==> config.mk <==
export PLATFORM = sky130hd
export DESIGN_NAME = pid_position_to_pwm_with_settle_top
export DESIGN_NICKNAME = d
export VERILOG_FILES = /design/src/rtl/pidpwm_pkg.sv /design/src/rtl/pidpwm_mul.sv /design/src/rtl/pid_position_to_pwm_with_settle_top.sv
export SDC_FILE = /design/constraint.sdc
export NUM_CORES = 2
export LEC_CHECK = 0
export BUFFER_PORTS_ARGS = -buffer_cell sky130_fd_sc_hd__buf_2
export CORE_UTILIZATION = 40
export CTS_BUF_LIST = sky130_fd_sc_hd__clkbuf_4
export CTS_CLUSTER_DIAMETER = 100
export DETAILED_ROUTE_END_ITERATION = 8
export GPL_ROUTABILITY_DRIVEN = 0
export PLACE_DENSITY = 0.67
export SLEW_MARGIN = 20
export SYNTH_ARGS = -nofsm -noshare
export SYNTH_HDL_FRONTEND = slang
export SYNTH_SLANG_ARGS = --single-unit
export TNS_END_PERCENT = 10
==> constraint.sdc <==
create_clock -name aclk -period 12.37 [get_ports aclk]
set_input_delay 0.6185 -clock aclk [delete_from_list [all_inputs] [get_ports aclk]]
set_output_delay 0.6185 -clock aclk [all_outputs]
set_load 0.01 [all_outputs]
==> src/rtl/pidpwm_pkg.sv <==
package pidpwm_pkg;

    // Field and datapath widths.
    localparam int POS_W    = 32;
    localparam int GAIN_W   = 32;
    localparam int INTEG_W  = 48;
    localparam int DIFF_W   = 33;
    localparam int ACC_W    = 64;
    localparam int MUL_W    = 33;
    localparam int PROD_W   = 2 * MUL_W;
    localparam int FRAC_W   = 16;
    localparam int MAG_W    = 26;
    localparam int SCALED_W = 18;
    localparam int Q_W      = 8;
    localparam int PWM_W    = 9;
    localparam int BAND_W   = 8;
    localparam int SETTLE_W = 16;
    localparam int CFG_IDX_W  = 3;
    localparam int CFG_DATA_W = 32;

    // Saturation limits and scaling constants.
    localparam logic signed [INTEG_W-1:0] INTEG_MAX = 48'sh7FFF_FFFF_FFFF;
    localparam logic signed [INTEG_W-1:0] INTEG_MIN = 48'sh8000_0000_0000;
    localparam logic signed [ACC_W-1:0]   TERM_LIM  = 64'sh2000_0000_0000_0000;
    localparam logic signed [ACC_W-1:0]   OUT_LIM_Q = 64'sd65536000;
    localparam logic [MUL_W-1:0]          PWM_SCALE = 33'd255;
    // Reciprocal of 1000 scaled by 2^28, rounded up; exact for values below 2^18.
    localparam logic [MUL_W-1:0]          RECIP_K   = 33'd268436;
    localparam int                        RECIP_SH  = 28;
    localparam logic [SETTLE_W-1:0]       SETTLE_RESET = 16'd10;
    localparam logic [SETTLE_W-1:0]       SETTLE_SAT   = 16'hFFFF;

    typedef enum logic [1:0] {
        CMD_SAMPLE = 2'd0,
        CMD_START  = 2'd1,
        CMD_TICK   = 2'd2,
        CMD_CANCEL = 2'd3
    } cmd_t;

    typedef enum logic [CFG_IDX_W-1:0] {
        REG_GAIN_PROP   = 3'd0,
        REG_GAIN_INTEG  = 3'd1,
        REG_GAIN_DERIV  = 3'd2,
        REG_DEAD_BAND   = 3'd3,
        REG_SETTLE      = 3'd4,
        REG_TARGET      = 3'd5
    } reg_idx_t;

    typedef enum logic [12:0] {
        ST_IDLE  = 13'b0_0000_0000_0001,
        ST_INTEG = 13'b0_0000_0000_0010,
        ST_MP    = 13'b0_0000_0000_0100,
        ST_MD    = 13'b0_0000_0000_1000,
        ST_MIH   = 13'b0_0000_0001_0000,
        ST_MIL   = 13'b0_0000_0010_0000,
        ST_TI    = 13'b0_0000_0100_0000,
        ST_SUM   = 13'b0_0000_1000_0000,
        ST_CLAMP = 13'b0_0001_0000_0000,
        ST_SCALE = 13'b0_0010_0000_0000,
        ST_RECIP = 13'b0_0100_0000_0000,
        ST_PWM   = 13'b0_1000_0000_0000,
        ST_OUT   = 13'b1_0000_0000_0000
    } state_t;

endpackage

==> src/rtl/pidpwm_mul.sv <==
module pidpwm_mul
    import pidpwm_pkg::*;
(
    input  logic                     aclk,
    input  logic signed [MUL_W-1:0]  mul_a,
    input  logic signed [MUL_W-1:0]  mul_b,
    output logic signed [PROD_W-1:0] prod_reg
);

    // Shared signed multiplier with a registered product.
    always_ff @(posedge aclk) begin
        prod_reg <= PROD_W'(mul_a) * PROD_W'(mul_b);
    end

endmodule

==> src/rtl/pid_position_to_pwm_with_settle_top.sv <==
// Channel  Direction  Handshake          Payload
// s_       in         s_valid / s_ready  s_command, s_position
// m_       out        m_valid / m_ready  m_pwm_drive, m_error_remaining, m_in_band,
//                                        m_finished, m_cancelled
// cfg_     in         cfg_we             cfg_index, cfg_data
//
// Samples, starts and ticks that do no arithmetic leave the sequencer idle; a cancel goes
// through the output state, and in a control tick four gain products and two scaling products
// pass one at a time through the single registered 33 x 33 multiplier under the sequencer.
// Reset is synchronous and active low; it restores the register defaults and clears
// the controller state. A result waits in the output register while the next item is
// taken; a new result stalls in its final state until that register is free.
module pid_position_to_pwm_with_settle_top
    import pidpwm_pkg::*;
(
    input  logic                         aclk,
    input  logic                         aresetn,
    input  logic                         cfg_we,
    input  logic [CFG_IDX_W-1:0]         cfg_index,
    input  logic [CFG_DATA_W-1:0]        cfg_data,
    input  logic                         s_valid,
    output logic                         s_ready,
    input  logic [1:0]                   s_command,
    input  logic signed [POS_W-1:0]      s_position,
    output logic                         m_valid,
    input  logic                         m_ready,
    output logic signed [PWM_W-1:0]      m_pwm_drive,
    output logic signed [POS_W-1:0]      m_error_remaining,
    output logic                         m_in_band,
    output logic                         m_finished,
    output logic                         m_cancelled
);

    // Configuration registers.
    logic signed [GAIN_W-1:0] gain_prop_reg;
    logic signed [GAIN_W-1:0] gain_integ_reg;
    logic signed [GAIN_W-1:0] gain_deriv_reg;
    logic [BAND_W-1:0]        dead_band_reg;
    logic [SETTLE_W-1:0]      settle_ticks_reg;
    logic signed [POS_W-1:0]  target_reg;

    // Controller state.
    state_t                   state_reg, state_next;
    logic signed [POS_W-1:0]  present_reg;
    logic signed [POS_W-1:0]  previous_reg;
    logic                     have_sample_reg;
    logic signed [INTEG_W-1:0] integ_reg;
    logic [SETTLE_W-1:0]      settle_cnt_reg;
    logic                     goal_active_reg;
    logic                     m_valid_reg;

    // Working registers.
    logic signed [POS_W-1:0]  err_reg;
    logic signed [DIFF_W-1:0] deriv_reg;
    logic signed [ACC_W-1:0]  acc_reg;
    logic signed [ACC_W-1:0]  ti_reg;
    logic [MAG_W-1:0]         mag_reg;
    logic                     neg_reg;
    logic signed [PWM_W-1:0]  res_pwm_reg;
    logic                     res_band_reg;
    logic                     res_fin_reg;
    logic                     res_cancel_reg;
    logic signed [PWM_W-1:0]  m_pwm_reg;
    logic signed [POS_W-1:0]  m_err_reg;
    logic                     m_band_reg;
    logic                     m_fin_reg;
    logic                     m_cancel_reg;

    // Multiplier operands and product.
    logic signed [MUL_W-1:0]  mul_a;
    logic signed [MUL_W-1:0]  mul_b;
    logic signed [PROD_W-1:0] prod_reg;

    logic                     s_accept;
    logic                     out_free;
    cmd_t                     cmd;
    logic                     tick_runs;
    logic signed [DIFF_W-1:0] err_diff;
    logic signed [POS_W-1:0]  err_sat;
    logic signed [INTEG_W:0]  integ_sum;
    logic signed [INTEG_W-1:0] integ_sat;
    logic signed [ACC_W-1:0]  prod_shift;
    logic signed [ACC_W-1:0]  ti_sat;
    logic [MAG_W-1:0]         mag_val;
    logic [Q_W-1:0]           q_val;
    logic                     band;
    logic [SETTLE_W-1:0]      cnt_inc;
    logic                     fin;

    assign s_ready  = (state_reg == ST_IDLE);
    assign s_accept = s_valid && s_ready;
    assign out_free = !m_valid_reg || m_ready;
    assign cmd      = cmd_t'(s_command);
    assign tick_runs = have_sample_reg && goal_active_reg && (settle_ticks_reg != '0);

    // Error against the target, saturated to 32 bits.
    always_comb begin
        err_diff = DIFF_W'(present_reg) - DIFF_W'(target_reg);
        if (err_diff[DIFF_W-1] != err_diff[DIFF_W-2]) begin
            err_sat = err_diff[DIFF_W-1] ? {1'b1, {(POS_W-1){1'b0}}}
                                         : {1'b0, {(POS_W-1){1'b1}}};
        end else begin
            err_sat = err_diff[POS_W-1:0];
        end
    end

    // Saturating integral update.
    always_comb begin
        integ_sum = (INTEG_W+1)'(integ_reg) + (INTEG_W+1)'(err_reg);
        if (integ_sum[INTEG_W] != integ_sum[INTEG_W-1]) begin
            integ_sat = integ_sum[INTEG_W] ? INTEG_MIN : INTEG_MAX;
        end else begin
            integ_sat = integ_sum[INTEG_W-1:0];
        end
    end

    // Product shifted down by the fraction width, rounding toward minus infinity.
    assign prod_shift = ACC_W'(signed'(prod_reg[PROD_W-1:FRAC_W]));

    // Integral term limited before the sum.
    always_comb begin
        if (ti_reg > TERM_LIM) begin
            ti_sat = TERM_LIM;
        end else if (ti_reg < -TERM_LIM) begin
            ti_sat = -TERM_LIM;
        end else begin
            ti_sat = ti_reg;
        end
    end

    // Magnitude of the sum after the output clamp.
    always_comb begin
        if (acc_reg[ACC_W-1]) begin
            mag_val = (acc_reg < -OUT_LIM_Q) ? MAG_W'(OUT_LIM_Q) : MAG_W'(-acc_reg);
        end else begin
            mag_val = (acc_reg > OUT_LIM_Q) ? MAG_W'(OUT_LIM_Q) : MAG_W'(acc_reg);
        end
    end

    // Drive magnitude, dead band test and settle count.
    assign q_val   = prod_reg[RECIP_SH+Q_W-1:RECIP_SH];
    assign band    = (q_val <= dead_band_reg);
    assign cnt_inc = (settle_cnt_reg == SETTLE_SAT) ? settle_cnt_reg : settle_cnt_reg + 1'b1;
    assign fin     = band && (cnt_inc >= settle_ticks_reg);

    // Operand selection for the shared multiplier.
    always_comb begin
        mul_a = '0;
        mul_b = '0;
        unique case (state_reg)
            ST_MP: begin
                mul_a = MUL_W'(gain_prop_reg);
                mul_b = MUL_W'(err_reg);
            end
            ST_MD: begin
                mul_a = MUL_W'(gain_deriv_reg);
                mul_b = deriv_reg;
            end
            ST_MIH: begin
                mul_a = MUL_W'(gain_integ_reg);
                mul_b = MUL_W'(signed'(integ_reg[INTEG_W-1:FRAC_W]));
            end
            ST_MIL: begin
                mul_a = MUL_W'(gain_integ_reg);
                mul_b = {{(MUL_W-FRAC_W){1'b0}}, integ_reg[FRAC_W-1:0]};
            end
            ST_SCALE: begin
                mul_a = {{(MUL_W-MAG_W){1'b0}}, mag_reg};
                mul_b = PWM_SCALE;
            end
            ST_RECIP: begin
                mul_a = {{(MUL_W-SCALED_W){1'b0}}, prod_reg[FRAC_W+SCALED_W-1:FRAC_W]};
                mul_b = RECIP_K;
            end
            default: begin
                mul_a = '0;
                mul_b = '0;
            end
        endcase
    end

    pidpwm_mul u_mul (
        .aclk     (aclk),
        .mul_a    (mul_a),
        .mul_b    (mul_b),
        .prod_reg (prod_reg)
    );

    // Sequencer.
    always_comb begin
        state_next = state_reg;
        unique case (state_reg)
            ST_IDLE: begin
                if (s_accept) begin
                    if (cmd == CMD_CANCEL) begin
                        state_next = ST_OUT;
                    end else if (cmd == CMD_TICK && tick_runs) begin
                        state_next = ST_INTEG;
                    end
                end
            end
            ST_INTEG: state_next = ST_MP;
            ST_MP:    state_next = ST_MD;
            ST_MD:    state_next = ST_MIH;
            ST_MIH:   state_next = ST_MIL;
            ST_MIL:   state_next = ST_TI;
            ST_TI:    state_next = ST_SUM;
            ST_SUM:   state_next = ST_CLAMP;
            ST_CLAMP: state_next = ST_SCALE;
            ST_SCALE: state_next = ST_RECIP;
            ST_RECIP: state_next = ST_PWM;
            ST_PWM:   state_next = ST_OUT;
            ST_OUT: begin
                if (out_free) begin
                    state_next = ST_IDLE;
                end
            end
            default:  state_next = ST_IDLE;
        endcase
    end

    // Control state, configuration and controller registers.
    always_ff @(posedge aclk) begin
        if (!aresetn) begin
            state_reg        <= ST_IDLE;
            gain_prop_reg    <= '0;
            gain_integ_reg   <= '0;
            gain_deriv_reg   <= '0;
            dead_band_reg    <= '0;
            settle_ticks_reg <= SETTLE_RESET;
            target_reg       <= '0;
            present_reg      <= '0;
            previous_reg     <= '0;
            have_sample_reg  <= 1'b0;
            integ_reg        <= '0;
            settle_cnt_reg   <= '0;
            goal_active_reg  <= 1'b0;
            m_valid_reg      <= 1'b0;
        end else begin
            state_reg <= state_next;

            if (cfg_we) begin
                case (cfg_index)
                    REG_GAIN_PROP:  gain_prop_reg    <= cfg_data;
                    REG_GAIN_INTEG: gain_integ_reg   <= cfg_data;
                    REG_GAIN_DERIV: gain_deriv_reg   <= cfg_data;
                    REG_DEAD_BAND:  dead_band_reg    <= cfg_data[BAND_W-1:0];
                    REG_SETTLE:     settle_ticks_reg <= cfg_data[SETTLE_W-1:0];
                    REG_TARGET:     target_reg       <= cfg_data;
                    default: ;
                endcase
            end

            if (s_accept) begin
                unique case (cmd)
                    CMD_SAMPLE: begin
                        previous_reg    <= have_sample_reg ? present_reg : s_position;
                        present_reg     <= s_position;
                        have_sample_reg <= 1'b1;
                    end
                    CMD_START: begin
                        integ_reg       <= '0;
                        settle_cnt_reg  <= '0;
                        goal_active_reg <= (settle_ticks_reg != '0);
                    end
                    CMD_TICK: begin
                        // A zero settle limit closes the goal without a result.
                        if (have_sample_reg && goal_active_reg && settle_ticks_reg == '0) begin
                            goal_active_reg <= 1'b0;
                        end
                    end
                    CMD_CANCEL: goal_active_reg <= 1'b0;
                    default: ;
                endcase
            end

            if (state_reg == ST_INTEG) begin
                integ_reg <= integ_sat;
            end

            if (state_reg == ST_PWM) begin
                settle_cnt_reg <= band ? cnt_inc : '0;
                if (fin) begin
                    goal_active_reg <= 1'b0;
                end
            end

            if (state_reg == ST_OUT && out_free) begin
                m_valid_reg <= 1'b1;
            end else if (m_ready) begin
                m_valid_reg <= 1'b0;
            end
        end
    end

    // Arithmetic and result registers.
    always_ff @(posedge aclk) begin
        if (s_accept) begin
            if (cmd == CMD_CANCEL) begin
                err_reg        <= '0;
                res_pwm_reg    <= '0;
                res_band_reg   <= 1'b0;
                res_fin_reg    <= 1'b0;
                res_cancel_reg <= 1'b1;
            end else begin
                err_reg        <= err_sat;
                res_cancel_reg <= 1'b0;
            end
        end

        unique case (state_reg)
            ST_INTEG: deriv_reg <= DIFF_W'(present_reg) - DIFF_W'(previous_reg);
            ST_MD:    acc_reg   <= prod_shift;
            ST_MIH:   acc_reg   <= acc_reg + prod_shift;
            ST_MIL:   ti_reg    <= prod_reg[ACC_W-1:0];
            ST_TI:    ti_reg    <= ti_reg + prod_shift;
            ST_SUM:   acc_reg   <= acc_reg + ti_sat;
            ST_CLAMP: begin
                mag_reg <= mag_val;
                neg_reg <= acc_reg[ACC_W-1];
            end
            ST_PWM: begin
                if (band) begin
                    res_pwm_reg <= '0;
                end else if (neg_reg) begin
                    res_pwm_reg <= -PWM_W'(q_val);
                end else begin
                    res_pwm_reg <= PWM_W'(q_val);
                end
                res_band_reg <= band;
                res_fin_reg  <= fin;
            end
            default: ;
        endcase

        // Output register load when the previous transfer is done.
        if (state_reg == ST_OUT && out_free) begin
            m_pwm_reg    <= res_pwm_reg;
            m_err_reg    <= err_reg;
            m_band_reg   <= res_band_reg;
            m_fin_reg    <= res_fin_reg;
            m_cancel_reg <= res_cancel_reg;
        end
    end

    assign m_valid           = m_valid_reg;
    assign m_pwm_drive       = m_pwm_reg;
    assign m_error_remaining = m_err_reg;
    assign m_in_band         = m_band_reg;
    assign m_finished        = m_fin_reg;
    assign m_cancelled       = m_cancel_reg;

`ifndef SYNTHESIS
    // The drive stays inside the thruster range.
    a_pwm_range: assert property (@(posedge aclk) disable iff (!aresetn)
        m_valid |-> (m_pwm_drive >= -9'sd255 && m_pwm_drive <= 9'sd255))
        else $error("pwm drive out of range");

    // An in-band tick always sends zero drive.
    a_band_zero: assert property (@(posedge aclk) disable iff (!aresetn)
        m_valid && m_in_band |-> m_pwm_drive == '0)
        else $error("in-band result with nonzero drive");

    // A finish only happens on an in-band tick.
    a_fin_band: assert property (@(posedge aclk) disable iff (!aresetn)
        m_valid && m_finished |-> m_in_band)
        else $error("finish without in-band tick");

    // A cancel result carries nothing else.
    a_cancel_clean: assert property (@(posedge aclk) disable iff (!aresetn)
        m_valid && m_cancelled |-> (m_pwm_drive == '0 && m_error_remaining == '0
            && !m_in_band && !m_finished))
        else $error("cancel result with stray fields");

    // The goal closes after a finishing tick is computed.
    a_fin_closes: assert property (@(posedge aclk) disable iff (!aresetn)
        state_reg == ST_PWM && fin |=> !goal_active_reg)
        else $error("goal still open after finish");
`endif

endmodule

# ---- Yosys cells after proc, flatten, opt, wreduce, memory -nomap -nowiden
# Cells that the tools add are included.
dict set report word_totals {
  regBits 638
  word_cells 150
}
dict set report op_classes {
  n_addsub 9
  n_mux 44
  order_cmp 6
  n_reduce_logical 33
  mul 1
  eq_ne 27
}
# op n
set ops {}
lappend ops {{$mux 48} 5}
lappend ops {{$pmux 33 s6} 1}
lappend ops {{$pmux 64 s3} 1}
lappend ops {{$pmux 13 s13} 1}
lappend ops {{$pmux 33 s5} 1}
lappend ops {{$add 64x50->64} 2}
lappend ops {{$mux 64} 2}
lappend ops {{$pmux 64 s2} 1}
lappend ops {{$mux 32} 3}
lappend ops {{$mux 16} 5}
lappend ops {{$mux 26} 3}
lappend ops {{$mul 33x33->66} 1}
lappend ops {{$sub 32x32->33} 2}
lappend ops {{$add 64x64->64} 1}
lappend ops {{$gt 64x27->1 const B} 1}
lappend ops {{$gt 64x63->1 const B} 1}
lappend ops {{$lt 64x27->1 const B} 1}
lappend ops {{$lt 64x62->1 const B} 1}
lappend ops {{$mux 13} 4}
lappend ops {{$add 48x32->49} 1}
lappend ops {{$mux 9} 5}
lappend ops {{$neg 26->26} 1}
lappend ops {{$reduce_and 2->1} 10}
lappend ops {{$add 16x1->16 const B} 1}
lappend ops {{39 further kinds} 65}

# ---- Longest topological paths before layout
dict set report logic_depth {
  depth_word 7
  ltp_mapped 41
}

# ---- Cells and area by module
# A second synthesis with hierarchy kept.
dict set report hier_totals {
  cells_unflattened 8888
  hier_area_um2 78685.5
}
# module area_per_inst_um2 n_inst cells_per_inst
set modules_own_cells {}
lappend modules_own_cells {pidpwm_mul 40267.4 1 4291}
lappend modules_own_cells {pid_position_to_pwm_with_settle_top 38418.1 1 4597}

# ---- Worst setup path after synthesis
# No wires, ideal clock.
dict set report synth_timing {
  path_type {register -> register}
  from {register state_reg[9]}
  to {register u_mul.prod_reg[65]}
  stages_incl_launch_ff 41
  t_arrival_ns 9.822
  setup_slack_ns 2.416
  period_less_slack_ns 9.954
  required_time_ns 12.238
  setup_time_ns 0.132
  cell_sequence {dfxtp_1 nor2_1 nor4b_1 nand3_1 or3_1 nor3b_1 nand2b_1 clkbuf_1 buf_2 buf_2 nand2_1 nand2_1 buf_2 buf_1 nand2_1 fa_1 fa_1 inv_1 [... 5 more ...] fa_1 fa_1 inv_1 fa_1 inv_1 ha_1 clkbuf_1 nand4_1 nor3_1 nand3_1 or3_1 o211a_1 a21oi_1 o311ai_0 nand2b_1 a21oi_1 o211ai_1 or3b_2}
}
dict set report synth_between {
  elab_chain_cells 4
  word_cells_on_any_way 10
}
# element line_no
set synth_lines {}
lappend synth_lines {{from (decl)} pid_position_to_pwm_with_settle_top.sv:43} ;# state_t state_reg, state_next;
lappend synth_lines {{from (signal assigned)} pid_position_to_pwm_with_settle_top.sv:240} ;# state_reg <= state_next;
lappend synth_lines {{$eq 13x6->1 or $eq 13x5->1 (tied branches)} pid_position_to_pwm_with_settle_top.sv:150} ;# unique case (state_reg)
lappend synth_lines {{$reduce_or 2->1 (no line)} --}
lappend synth_lines {{$pmux 33 s5} pid_position_to_pwm_with_settle_top.sv:150}
lappend synth_lines {{$mul 33x33->66 (*)} pidpwm_mul.sv:12} ;# prod_reg <= PROD_W'(mul_a) * PROD_W'(mul_b);
lappend synth_lines {{to (signal assigned)} pidpwm_mul.sv:12}
lappend synth_lines {{to (decl)} pidpwm_mul.sv:7} ;# output logic signed [PROD_W-1:0] prod_reg
# Mark *: on every way between the ends. The rest lies on a longest branch, timed or not.
# A chain may end at the register's enable or synchronous reset.

# ---- Worst setup path after layout
dict set report layout_timing {
  from {register state_reg[12]}
  to {register u_mul.prod_reg[65]}
}
# The elaborated chain is that of the path after synthesis.

==> metrics.txt <==
status completed; setup_tns 0 ns; final WL 268.8 mm; Nets 10,540; Worst EP arrival 12.48 ns; most common cell in the netlist nand2_1; WL per Instance 23.34 um; hpwl dp 208.9 mm; Final Cycle Share 92.59%; H-tree depth 4; via/cell ratio 5.707; FP Rows 160; max FFs per register 66; Synth top area share 29.44%; die area 193,300 um2; starting density of the core 40.30%; Most used DFF post-synth dfxtp_1; largest cells by area after synthesis fa_1 29%, edfxtp_1 11%, dfxtp_1 9.5%; crit-path max FO 33; PwrDens 66.61 nW/um2; worst vdd ir 0.08935 mV; largest net degree at the start of global routing 116; Core Box Area 190,200 um2; Worst Tran Pin Value 1.273 ns; CTS tree yes; first-pass GRT wire length 402.9 mm; Seq cells post-synth 638; Resize count post-CTS 0; Startpoint Class flip-flop; critical path type reg -> reg; TritonCTS Buffers 178; relative slew slack 14.90%; Slew Viols, Final 0; Die Y-Extent 439.7 um; CTS Root Cell clkbuf_4; vias in the first global route 65,500; via count 65,730; HP Class in -> reg; Syn Inst Count 8,783; CTS sink cnt 638; crit end category flip-flop; share of post-route cells with drive strength above 1 7.206%; fin cells 11,520; post-synth top area cell fa_1; mapped cell area 76,640 um2; share of flip-flops with an asynchronous set or reset 0%; Post-Syn Nets 10,470; worst skew pair latency 1.22 ns; Period minus WS final 11.45 ns; Die X 439.7 um; Unique masters post-synth 88; Slowest cell on crit path fa_1; max-cap viol count 0; Reg clk slew, reported paths 0.06 ns; leakage power 38.48 nW; num ports 120; fmax 87.31 MHz; top cells by count, synth 1,478 x nand2_1, 1,289 x inv_1, 1,127 x fa_1; # DRC 0; Fin. Hold Viols 0; Antenna Nets Post-Route 0; GRT Total Usage 27.63%; initial antenna violation count 18; drt first pass iters 9; grt total ovfl 0; max incr delay on CP 0.84 ns; most frequent CP cell fa_1; syn_area_per_cell 8.725 um2; Syn-to-layout area delta 8.506%; warnings from Yosys 0; Max Clock Skew 0.1172 ns; EDFF count, synth 276; post-synthesis sequential area ratio 20.27%; Critical Path RT 13.39 ns; Placed Cells 11,110; Port Buf Inserts 119; setup violators final 0; RSZ-0062 raised after global routing false; DRT iter0 DRCs 7,459; CTS max path bufs 3
==> worst paths after layout <==
check	slack, ns	start	to	cells past startpoint
setup / recovery	0.92	state_reg[12]	u_mul.prod_reg[65]	31
hold reg to reg	0.42	res_pwm_reg[6]	m_pwm_drive[6]	0
hold / removal	0.11	cfg_we	target_reg[0]	5
setup reg to reg	0.92	state_reg[12]	u_mul.prod_reg[65]	31
==> through the flow <==
stage                     hold WS, ns  setup slack [ns]  utilization [%]  instance area [um2]  total power (W)
after floorplan                0.4003             2.416                -                76640         0.003101
after global placement         0.4085             1.257            42.05                79980         0.003427
after detailed placement       0.4068             1.199            42.07                80010         0.003450
after CTS                    0.004558             1.122            43.71                83120         0.005544
after global routing           0.1390            0.4658            43.71                83140         0.005753
final                          0.1134            0.9165            43.72                83150         0.005539
==> critical path: cells and delay by family (launching register included) <==
family,cells,cell delay [ns]
AOI/OAI and AO/OA,5,1.19
adders and majority gates,9,4.87
and+or+nand+nor,13,4.11
buffers and inverters,4,0.71
DFF,1,0.35
==> routing by layer <==
metal,global-route usage (%),up-vias,share of wire (%)
li1,-,28710,-
met1,34.55,32170,37
met2,42.28,3911,43
met3,6.813,911,11
met4,18.34,22,8.1
met5,0,-,0.057
==> cells by family (layout without fill, tap and decap cells) <==
logic type | count (synthesis) | after routing | share of synthesized area [%]
flip-flops | 638 | 638 | 20.27
multiplexers | 43 | 43 | 0.5714
XOR/XNOR | 300 | 300 | 3.429
AO/OA/AOI/OAI | 1621 | 1621 | 13.92
buffers and inverters | 1732 | 1942 | 8.537
AND/OR/NAND/NOR | 2839 | 2839 | 15.94
adder cells (fa/ha/maj) | 1610 | 1610 | 37.33
other | 0 | 12 | 0
==> cells in the final DEF, fill, tap and decap left out, types with 136 or more instances in the layout <==
master,n
a21boi_0,204
a21o_1,177
a21oi_1,346
buf_4,136
clkbuf_4,266
dfxtp_1,361
edfxtp_1,276
fa_1,1126
ha_1,483
inv_1,1289
nand2_1,1474
nor2_1,739
o21ai_0,394
xnor2_1,169
==> cell type report <==
class                      instances  area, um2
antenna                           12      30.03
clock buffer                     266       1997
clock inverter                    55      365.4
fill                           18490     107000
inverter                        1289       4838
multi-input combinational       6413      54830
sequential                       638      15540
tap                             2511       3142
timing repair buffer             332       2414
==> power by group <==
part | leakage (nW) | total, W | internal [W] | switching (W)
combinational | 31.5 | 0.000953 | 0.000370 | 0.000583
sequential | 5.53 | 0.00250 | 0.00233 | 0.000175
clock | 1.41 | 0.00209 | 0.00106 | 0.00103
==> repair_timing <==
| item | in CTS | in global routing |
|---|---|---|
| buffers inserted | 0 | 0 |
| endpoints found under the hold margin | 234 | 0 |
| hold buffers | 75 | 0 |
| endpoints found under the setup margin | 0 | 0 |
No activity file was read; power rests on OpenSTA's default activity.
